File: src/sv/assert_macros.svh
// assertion macros included by the rtl top
`ifndef ASSERT_MACROS_SVH
`define ASSERT_MACROS_SVH
`ifndef SYNTHESIS
// property must hold at every clock edge outside reset
`define ASSERT_ALWAYS(label, clk, rst, prop) \
  label: assert property (@(posedge clk) disable iff (rst) (prop)) \
    else $error("assertion failed");
// consequence must hold in the cycle after the antecedent
`define ASSERT_NEXT(label, clk, rst, ante, cons) \
  label: assert property (@(posedge clk) disable iff (rst) (ante) |=> (cons)) \
    else $error("assertion failed");
`else
`define ASSERT_ALWAYS(label, clk, rst, prop)
`define ASSERT_NEXT(label, clk, rst, ante, cons)
`endif
`endif

File: src/sv/dq_pkg.sv
// types and codes of the double-ended queue
package dq_pkg;

  localparam logic [1:0] MODE_PUSH_BACK  = 2'd0;
  localparam logic [1:0] MODE_PUSH_FRONT = 2'd1;
  localparam logic [1:0] MODE_POP_BACK   = 2'd2;
  localparam logic [1:0] MODE_POP_FRONT  = 2'd3;

  localparam logic [1:0] STATUS_OK        = 2'd0;
  localparam logic [1:0] STATUS_UNDERFLOW = 2'd1;
  localparam logic [1:0] STATUS_OVERFLOW  = 2'd2;

  typedef struct packed {
    logic [1:0]         mode;
    logic signed [31:0] value;
  } item_t;

  typedef struct packed {
    logic signed [31:0] popped;
    logic [1:0]         status;
    logic               is_empty;
    logic               is_full;
    logic [4:0]         occupancy;
  } result_t;

endpackage

File: src/sv/double_ended_queue_top.sv
// double-ended queue of words in a circular single-port-write memory
//
// usage
//   command channel: item (mode, value) is transferred at a rising edge where
//   start is high and busy is low. busy stays low outside reset, so a new
//   command may be issued every cycle.
//   result channel: one result per command, shown for exactly one cycle with
//   done high, in the cycle after the command transfer. the receiver has no way
//   to stall; it must sample the result in that cycle.
//   throughput: 1 command per cycle. pointer and count updates happen at the
//   command transfer; a pop issues its memory read in that same cycle and the
//   registered read data forms the popped word in the result cycle.
//   a push writes the memory at the command transfer; a pop only reads entries
//   written at earlier edges, so no forwarding is needed.
//   pop of an empty queue gives underflow status and popped zero; push on a
//   full queue gives overflow status and drops the word.
//   reset: synchronous, active high. clears front index, count and the result
//   strobe. memory contents are left as they are; only written entries are
//   ever read back.
`include "assert_macros.svh"

module double_ended_queue_top #(
  parameter int DEPTH      = 16,
  parameter int DATA_WIDTH = 32
) (
  input  logic            clk,
  input  logic            rst,
  input  logic            start,
  output logic            busy,
  input  dq_pkg::item_t   item,
  output logic            done,
  output dq_pkg::result_t result
);
  import dq_pkg::*;

  localparam int IDX_W = (DEPTH > 1) ? $clog2(DEPTH) : 1;
  localparam int CNT_W = $clog2(DEPTH + 1);
  localparam int SUM_W = CNT_W + 1;

  // storage
  logic [DATA_WIDTH-1:0] mem [DEPTH];
  logic [DATA_WIDTH-1:0] rd_data;

  // control state
  logic [IDX_W-1:0] front, front_next;
  logic [CNT_W-1:0] count, count_next;

  // result registers
  logic             pop_pending;
  logic [1:0]       status_q;
  logic             empty_q;
  logic             full_q;
  logic [4:0]       occ_q;

  // command decode
  logic             accept;
  logic             is_push;
  logic             empty_now;
  logic             full_now;
  logic [1:0]       status_next;
  logic             wr_en;
  logic             rd_en;
  logic [IDX_W-1:0] wr_addr;
  logic [IDX_W-1:0] rd_addr;
  logic [DATA_WIDTH-1:0] wr_data;
  logic [63:0]      val_ext;
  logic [63:0]      pop_ext;

  // wrapped positions
  logic [SUM_W-1:0] back_sum;
  logic [SUM_W-1:0] last_sum;
  logic [IDX_W-1:0] back_pos;
  logic [IDX_W-1:0] last_pos;
  logic [IDX_W-1:0] front_dec;
  logic [IDX_W-1:0] front_inc;

  assign busy      = 1'b0;
  assign accept    = start && !busy;
  assign is_push   = (item.mode == MODE_PUSH_BACK) || (item.mode == MODE_PUSH_FRONT);
  assign empty_now = (count == '0);
  assign full_now  = (count == CNT_W'(DEPTH));

  // slot after the back entry, and the back entry itself
  assign back_sum = SUM_W'(front) + SUM_W'(count);
  assign last_sum = back_sum - SUM_W'(1);
  assign back_pos = (back_sum >= SUM_W'(DEPTH)) ? IDX_W'(back_sum - SUM_W'(DEPTH))
                                                 : IDX_W'(back_sum);
  assign last_pos = (last_sum >= SUM_W'(DEPTH)) ? IDX_W'(last_sum - SUM_W'(DEPTH))
                                                 : IDX_W'(last_sum);
  assign front_dec = (front == '0) ? IDX_W'(DEPTH - 1) : front - IDX_W'(1);
  assign front_inc = (front == IDX_W'(DEPTH - 1)) ? '0 : front + IDX_W'(1);

  // low word bits go into storage
  assign val_ext = {32'd0, item.value};
  assign wr_data = val_ext[DATA_WIDTH-1:0];

  always_comb begin
    front_next  = front;
    count_next  = count;
    status_next = STATUS_OK;
    wr_en       = 1'b0;
    rd_en       = 1'b0;
    wr_addr     = back_pos;
    rd_addr     = front;
    if (accept) begin
      unique case (item.mode)
        MODE_PUSH_BACK: begin
          if (full_now) begin
            status_next = STATUS_OVERFLOW;
          end else begin
            wr_en      = 1'b1;
            wr_addr    = back_pos;
            count_next = count + CNT_W'(1);
          end
        end
        MODE_PUSH_FRONT: begin
          if (full_now) begin
            status_next = STATUS_OVERFLOW;
          end else begin
            wr_en      = 1'b1;
            wr_addr    = front_dec;
            front_next = front_dec;
            count_next = count + CNT_W'(1);
          end
        end
        MODE_POP_BACK: begin
          if (empty_now) begin
            status_next = STATUS_UNDERFLOW;
          end else begin
            rd_en      = 1'b1;
            rd_addr    = last_pos;
            count_next = count - CNT_W'(1);
          end
        end
        MODE_POP_FRONT: begin
          if (empty_now) begin
            status_next = STATUS_UNDERFLOW;
          end else begin
            rd_en      = 1'b1;
            rd_addr    = front;
            front_next = front_inc;
            count_next = count - CNT_W'(1);
          end
        end
        default: begin
          status_next = STATUS_OK;
        end
      endcase
    end
  end

  // memory write and registered read
  always_ff @(posedge clk) begin
    if (wr_en) begin
      mem[wr_addr] <= wr_data;
    end
    if (rd_en) begin
      rd_data <= mem[rd_addr];
    end
  end

  // control registers
  always_ff @(posedge clk) begin
    if (rst) begin
      front       <= '0;
      count       <= '0;
      done        <= 1'b0;
      pop_pending <= 1'b0;
    end else begin
      front       <= front_next;
      count       <= count_next;
      done        <= accept;
      pop_pending <= rd_en;
    end
  end

  // result fields, taken at the command transfer
  always_ff @(posedge clk) begin
    if (accept) begin
      status_q <= status_next;
      empty_q  <= (count_next == '0);
      full_q   <= (count_next == CNT_W'(DEPTH));
      occ_q    <= 5'(count_next);
    end
  end

  assign pop_ext = 64'(rd_data);

  always_comb begin
    result.popped    = pop_pending ? pop_ext[31:0] : 32'sd0;
    result.status    = status_q;
    result.is_empty  = empty_q;
    result.is_full   = full_q;
    result.occupancy = occ_q;
  end

  // checks
  `ASSERT_ALWAYS(a_count_bound, clk, rst, count <= CNT_W'(DEPTH))
  `ASSERT_NEXT(a_result_follows, clk, rst, accept, done)
  `ASSERT_NEXT(a_idle_holds, clk, rst, !accept, $stable(count) && $stable(front))
  `ASSERT_NEXT(a_push_grows, clk, rst, accept && is_push && !full_now,
               count == $past(count) + CNT_W'(1))
  `ASSERT_ALWAYS(a_rw_exclusive, clk, rst, !(wr_en && rd_en))

endmodule
File: config.mk
export PLATFORM = sky130hd
export DESIGN_NAME = double_ended_queue_top
export DESIGN_NICKNAME = d
export VERILOG_FILES = /design/src/sv/dq_pkg.sv /design/src/sv/double_ended_queue_top.sv
export VERILOG_INCLUDE_DIRS = /design/src /design/src/sv
export SDC_FILE = /design/constraint.sdc
export NUM_CORES = 1
export LEC_CHECK = 0
export ABC_CLOCK_PERIOD_IN_PS = 4420
export BUFFER_PORTS_ARGS = -buffer_cell sky130_fd_sc_hd__buf_2
export CORE_UTILIZATION = 39
export DETAILED_ROUTE_END_ITERATION = 10
export PLACE_DENSITY = 0.54
export SYNTH_ARGS = -nofsm -noshare
export SYNTH_HDL_FRONTEND = slang
export SYNTH_SLANG_ARGS = --single-unit
File: constraint.sdc
create_clock -name clk -period 4.42 [get_ports clk]
set_input_delay 0.884 -clock clk [delete_from_list [all_inputs] [get_ports clk]]
set_output_delay 0.884 -clock clk [all_outputs]
set_load 0.01 [all_outputs]
; ---- Word level (Yosys, flattened, before mapping)
; Memories as Yosys holds them, arrays and structs flattened. A register that Yosys moved wholly into a read port is not among the register bits.
; Cells that the tools add are included.
[word_totals]
register_bits = 20
ramBits = 512
output_inout_bits = 43
wordCells = 64
memories = 1
[mem_list]
columns = name, words, word_bits, read_ports, rd_clocked_by_memory_dff, write_ports, line
row1 = mem, 16, 32, 1, 1, 1, double_ended_queue_top.sv:41  ; logic [DATA_WIDTH-1:0] mem [DEPTH];
[classes]
add_sub_neg = 8
n_lt_le_gt_ge = 2
n_eq_ne = 8
n_mux = 29
n_reduce_logical = 8
[ops]
columns = cell, count
row1 = 4-bit two-way mux, 12
row2 = 32-bit two-way mux, 1
row3 = 5-bit two-way mux, 3
row4 = 6-bit by 5-bit >= comparator with 1-bit output (second input constant), 2
row5 = 4-bit by 1-bit subtractor with 4-bit output (second input constant), 3
row6 = 5-bit equality test (second input constant), 2
row7 = 5-bit zero test, 2
row8 = 5-bit one-hot mux with 2 select lines, 1
row9 = 1-bit two-way mux, 9
row10 = 4-bit one-hot mux with 2 select lines, 1
row11 = 4-bit by 5-bit adder with 6-bit output, 1
row12 = 6-bit by 1-bit subtractor with 6-bit output (second input constant), 1
row13 = 5-bit by 1-bit adder with 5-bit output (second input constant), 1
row14 = 5-bit by 1-bit subtractor with 5-bit output (second input constant), 1
row15 = 4-bit by 1-bit adder with 4-bit output (second input constant), 1
row16 = 2-bit equality test (second input constant), 2
row17 = 4-bit equality test (second input constant), 1
row18 = 4-bit zero test, 1
row19 = 2-bit != test (second input constant), 2
row20 = 2-bit one-hot mux with 2 select lines, 1
row21 = 4-bit AND reduction, 1
row22 = 2-bit OR reduction, 2
row23 = 2-bit by 1-bit equality test with 1-bit output (second input constant), 1
row24 = 2-bit zero test, 1
row25 = other kinds (2), 2

; ---- Depth between registers and ports, before layout
[depth]
ltp_word = 7
mapped_depth = 13

; ---- Least setup slack after synthesis
; OpenSTA, ideal clock, no wires.
[synth_path]
path_kind = input-to-reg
from = input item[33] (netlist bit)
to = memory mem[1][0] (enable)
setup_time_ns = 0.421
arrival_time_ns = 3.184
setup_slack_ns = 0.815
stages = 6
n_path_buf = 0
cell_sequence = nand2b_1 nor2_1 nand2_1 mux2_2 nand3_1 nor2_1
[synth_via]
elab_chain_len = 6
elab_cells_between_ends = 9
classes_between = eq/ne: 1 / mux: 6 / reduce/logical: 2
[synth_lines]
columns = element, line
row1 = "start, declared", double_ended_queue_top.sv:30  ; input dq_pkg::item_t item,
row2 = 2-bit by 1-bit equality test with 1-bit output or 2-bit zero test (tied branches), double_ended_queue_top.sv:106  ; unique case (item.mode)
row3 = 2-bit OR reduction (no source line), -
row4 = 1-bit two-way mux, -
row5 = 1-bit two-way mux, double_ended_queue_top.sv:105  ; if (accept) begin
row6 = 1-bit two-way mux, double_ended_queue_top.sv:154  ; if (wr_en) begin
row7 = 1-bit two-way mux (not written as such), double_ended_queue_top.sv:155  ; mem[wr_addr] <= wr_data;
row8 = "end, declared", double_ended_queue_top.sv:41
; Parallel ways exist; a longest one is shown, timed or not.

; ---- Worst setup path in the final report
[layout_path]
from = register count[1]
to = register rd_data[9] (read register of mem), data pin
[layout_via]
elab_chain_len = 7
elab_cells_between_ends = 12
classes_between = add/sub: 3 / order compare: 1 / mux: 7 / reduce/logical: 1
[layout_lines]
columns = element, line
row1 = "start, declared", double_ended_queue_top.sv:46  ; logic [CNT_W-1:0] count, count_next;
row2 = "start signal, assigned", double_ended_queue_top.sv:171  ; count <= count_next;
row3 = 4-bit by 5-bit adder with 6-bit output, double_ended_queue_top.sv:84  ; assign back_sum = SUM_W'(front) + SUM_W'(count);
row4 = 6-bit by 1-bit subtractor with 6-bit output, double_ended_queue_top.sv:85  ; assign last_sum = back_sum - SUM_W'(1);
row5 = 6-bit by 5-bit >= comparator with 1-bit output or 4-bit by 1-bit subtractor with 4-bit output (tied branches), double_ended_queue_top.sv:88  ; assign last_pos = (last_sum >= SUM_W'(DEPTH)) ? IDX_W'(last_sum - SUM_W'(DEPTH))
row6 = 4-bit two-way mux, double_ended_queue_top.sv:88
row7 = 4-bit two-way mux, double_ended_queue_top.sv:127  ; if (empty_now) begin
row8 = 4-bit two-way mux, -
row9 = 4-bit two-way mux, double_ended_queue_top.sv:105
row10 = "end, declared", double_ended_queue_top.sv:42  ; logic [DATA_WIDTH-1:0] rd_data;
; Parallel ways exist; a longest one is shown, timed or not.
; A chain may end at the register's enable or synchronous reset.

==> results.sh <==
export IMPL_coreArea_um2=56400
export IMPL_comb_power_share_pct=12.8
export IMPL_io_buffers=78
export IMPL_crit_path_start_kind="flop"
export IMPL_initial_core_util_pct=39.4
export IMPL_switching_share_pct=25.5
export IMPL_worstPathRequired_ns=4.84
export IMPL_setup_violations=0
export IMPL_postCtsSetupBuffers=0
export IMPL_synth_nets=1618
export IMPL_synthMostInstantiatedCell="edfxtp_1"
export IMPL_multi_input_area_um2=5120
export IMPL_cts_sinks=564
export IMPL_syn_to_final_growth_pct=15.9
export IMPL_critical_path_arrival_ns=4.26
export IMPL_drt_pass1_iterations=5
export IMPL_timing_slew_headroom_pct=47.0
export IMPL_power_density_nw_per_um2=479
export IMPL_slowest_delay_ns=0.62
export IMPL_cp_slowest_cell="or4b_1"
export IMPL_synth_edff_count=553
export IMPL_switchingPower_mw=3.15
export IMPL_ant_nets=0
export IMPL_drive_gt1_share_pct=15.5
export IMPL_fp_row_count=87
export IMPL_worstSetupEndpointType="flop"
export IMPL_die_area_um2=57900
export IMPL_synth_top_cell_area_share_pct=74.7
export IMPL_hold_path_class="in -> reg"
export IMPL_seq_power_share_pct=49.8
export IMPL_synth_area_top_cells="edfxtp_1 75%, nand2_1 5.8%, a21oi_1 3.9%"
export IMPL_grt_max_degree=83
export IMPL_setup_ws_ns=0.575
export IMPL_synthDistinctLibCells=51
export IMPL_setup_tns_ns=0
export IMPL_remaining_drc_errors=0
export IMPL_io_pins=80
export IMPL_synth_area_per_cell_um2=14.1
export IMPL_globalplace_congestion=0.810
export IMPL_final_period_utilization_pct=87.0
export IMPL_async_flop_share_pct=0
export IMPL_path_cells="inv_1 > ha_1 > or4b_1 > nand2b_1 > nor2_2 > mux2i_4 > xor2_4 > buf_4 > nand3_1 > a221oi_2"
export IMPL_slew_violations=0
export IMPL_antenna_found_initial=4
export IMPL_fin_skew_ns=0.0174
export IMPL_clk_insertion_delay_late_ns=0.61
export IMPL_place_ws_ns=0.631
export IMPL_hold_worst_slack_ns=0.596
export IMPL_root_buffer="clkbuf_16"
export IMPL_internal_power_mw=9.18
export IMPL_nets=1713
export IMPL_final_util_pct=45.7
export IMPL_cts_tree="built"
export IMPL_hold_violations=0
export IMPL_ir_drop_v=0.000275
export IMPL_cts_hold_buf=0
export IMPL_cts_resized=0
export IMPL_htreeDepth=2
export IMPL_drt_iter0_drc=1285
export IMPL_ys_ff_latch=564
export IMPL_synth_cells=1572
export IMPL_maxCapViolations=0
export IMPL_grt_pass1_wl_mm=84.6
export IMPL_die_w_um=241
export IMPL_yosysTopAreaCell="edfxtp_1"
export IMPL_wire_per_inst_um=23.3
export IMPL_timing_fmax_mhz=260
export IMPL_worst_pin_slew_ns=0.795
export IMPL_hpwl_mm=29.9
export IMPL_vias=13500
export IMPL_synthTopCellsByCount="553 x edfxtp_1, 343 x nand2_1, 174 x a21oi_1, 71 x nand3_1, 64 x clkbuf_1"
export IMPL_netlist_area_um2=22200
export IMPL_power_frac_clock_pct=37.4
export IMPL_routed_wl_mm=57.7
export IMPL_rsz0062_at_grt="false"
export IMPL_grt_remaining_overflow=0
export IMPL_cts_made_buffers=57
export IMPL_gr_usage_all_layers_pct=20.1
export IMPL_synth_flop_cell="edfxtp_1"
export IMPL_synth_seq_area_share_pct=75.7
export IMPL_path_buf_inv=2
export IMPL_grt_pass1_vias=12900
export IMPL_path_max_fanout=20
export IMPL_clk_pin_slew_worst_paths_ns=0.06
export IMPL_register_area_um2=16800
export IMPL_fill_cells=5057
export IMPL_criticalPathCategory="reg -> reg"
export IMPL_ys_warn_count=0
export IMPL_period_needed_ns=3.85
export IMPL_totalPowerFinal_mw=12.3
export IMPL_die_h_um=241
export IMPL_p_leak_nw=8.78
export IMPL_viasPerCell=5.45
export IMPL_status="completed"
export IMPL_crit_family="simple AND/OR/NAND/NOR gates"
export IMPL_cts_max_path_buffers=3
-- path summary, 6_finish.rpt --
kind                                       startpoint               endpoint  slack (ns)  cells past startpoint
worst max-delay path              count[1]$_SDFF_PP0_   rd_data[9]$_DFFE_PP_        0.57                     10
worst min register to register  front[0]$_SDFFE_PP0P_  front[0]$_SDFFE_PP0P_        0.68                      2
worst max register to register    count[1]$_SDFF_PP0_   rd_data[9]$_DFFE_PP_        0.57                     10
worst min-delay path                              rst        done$_SDFF_PP0_        0.60                      2
-- registers in the layout, indices dropped and copies added, names as in the netlist --
signal and cells:
count 5, done 1, empty_q 1, front 4
full_q 1, mem 512, occ_q 5, pop_pending 1
rd_data 32, status_q 2
-- metrics by stage --
step	std cells	instance area, um^2
6_report	2472	25700
5_1_grt	2472	25700
3_5_place_dp	2364	24000
2_1_floorplan	1572	22200
3_3_place_gp	2364	24000
4_1_cts	2471	25700
-- cells in the final DEF, fill, tap and decap left out, types with 38 or more instances in the layout --
cell         n
edfxtp_1   553
nand2_1    342
a21oi_1    174
buf_2       78
nand3_1     71
clkbuf_16   59
a32oi_1     53
buf_4       40
a22oi_1     39
o22ai_1     38
-- power by group through the flow --
stage,registers (mW),clock network (mW),logic [mW]
CTS,6.14,4.68,1.59
floorplan,6.23,0,0.964
global placement,6.25,0,1.56
global route,6.15,4.87,1.73
finish,6.14,4.61,1.58
detailed placement,6.25,0,1.58
-- per-layer routing --
layer	GRT usage (%)	wire, um	vias to the layer above
li1	-	-	6138
met2	31.3	26700	438
met4	5.48	1290	4
met1	28.9	25900	6814
met5	0	23	-
met3	3.56	3710	90
-- cells by family after synthesis --
kind of cell / after synthesis / share of synthesized area, %
muxes: 14 / 0.749
DFF: 564 / 75.7
xor gates and xnor gates: 13 / 0.676
and+or+nand+nor: 510 / 9.73
adders and majority gates: 9 / 0.541
buffers and inverters: 112 / 2.15
AOI/OAI and AO/OA: 349 / 10.4
other: 1 / 0.0169
-- layout make-up --
class                      instances  share of cell area [%]
timing repair buffer             135                    4.00
clock inverter                    35                   0.952
sequential                       564                    65.3
inverter                          13                   0.190
multi-input combinational        896                    19.9
clock buffer                      72                    5.92
antenna                            1                 0.00972
tap                              756                    3.67
Note: power is estimated with default switching activity, not from simulation.
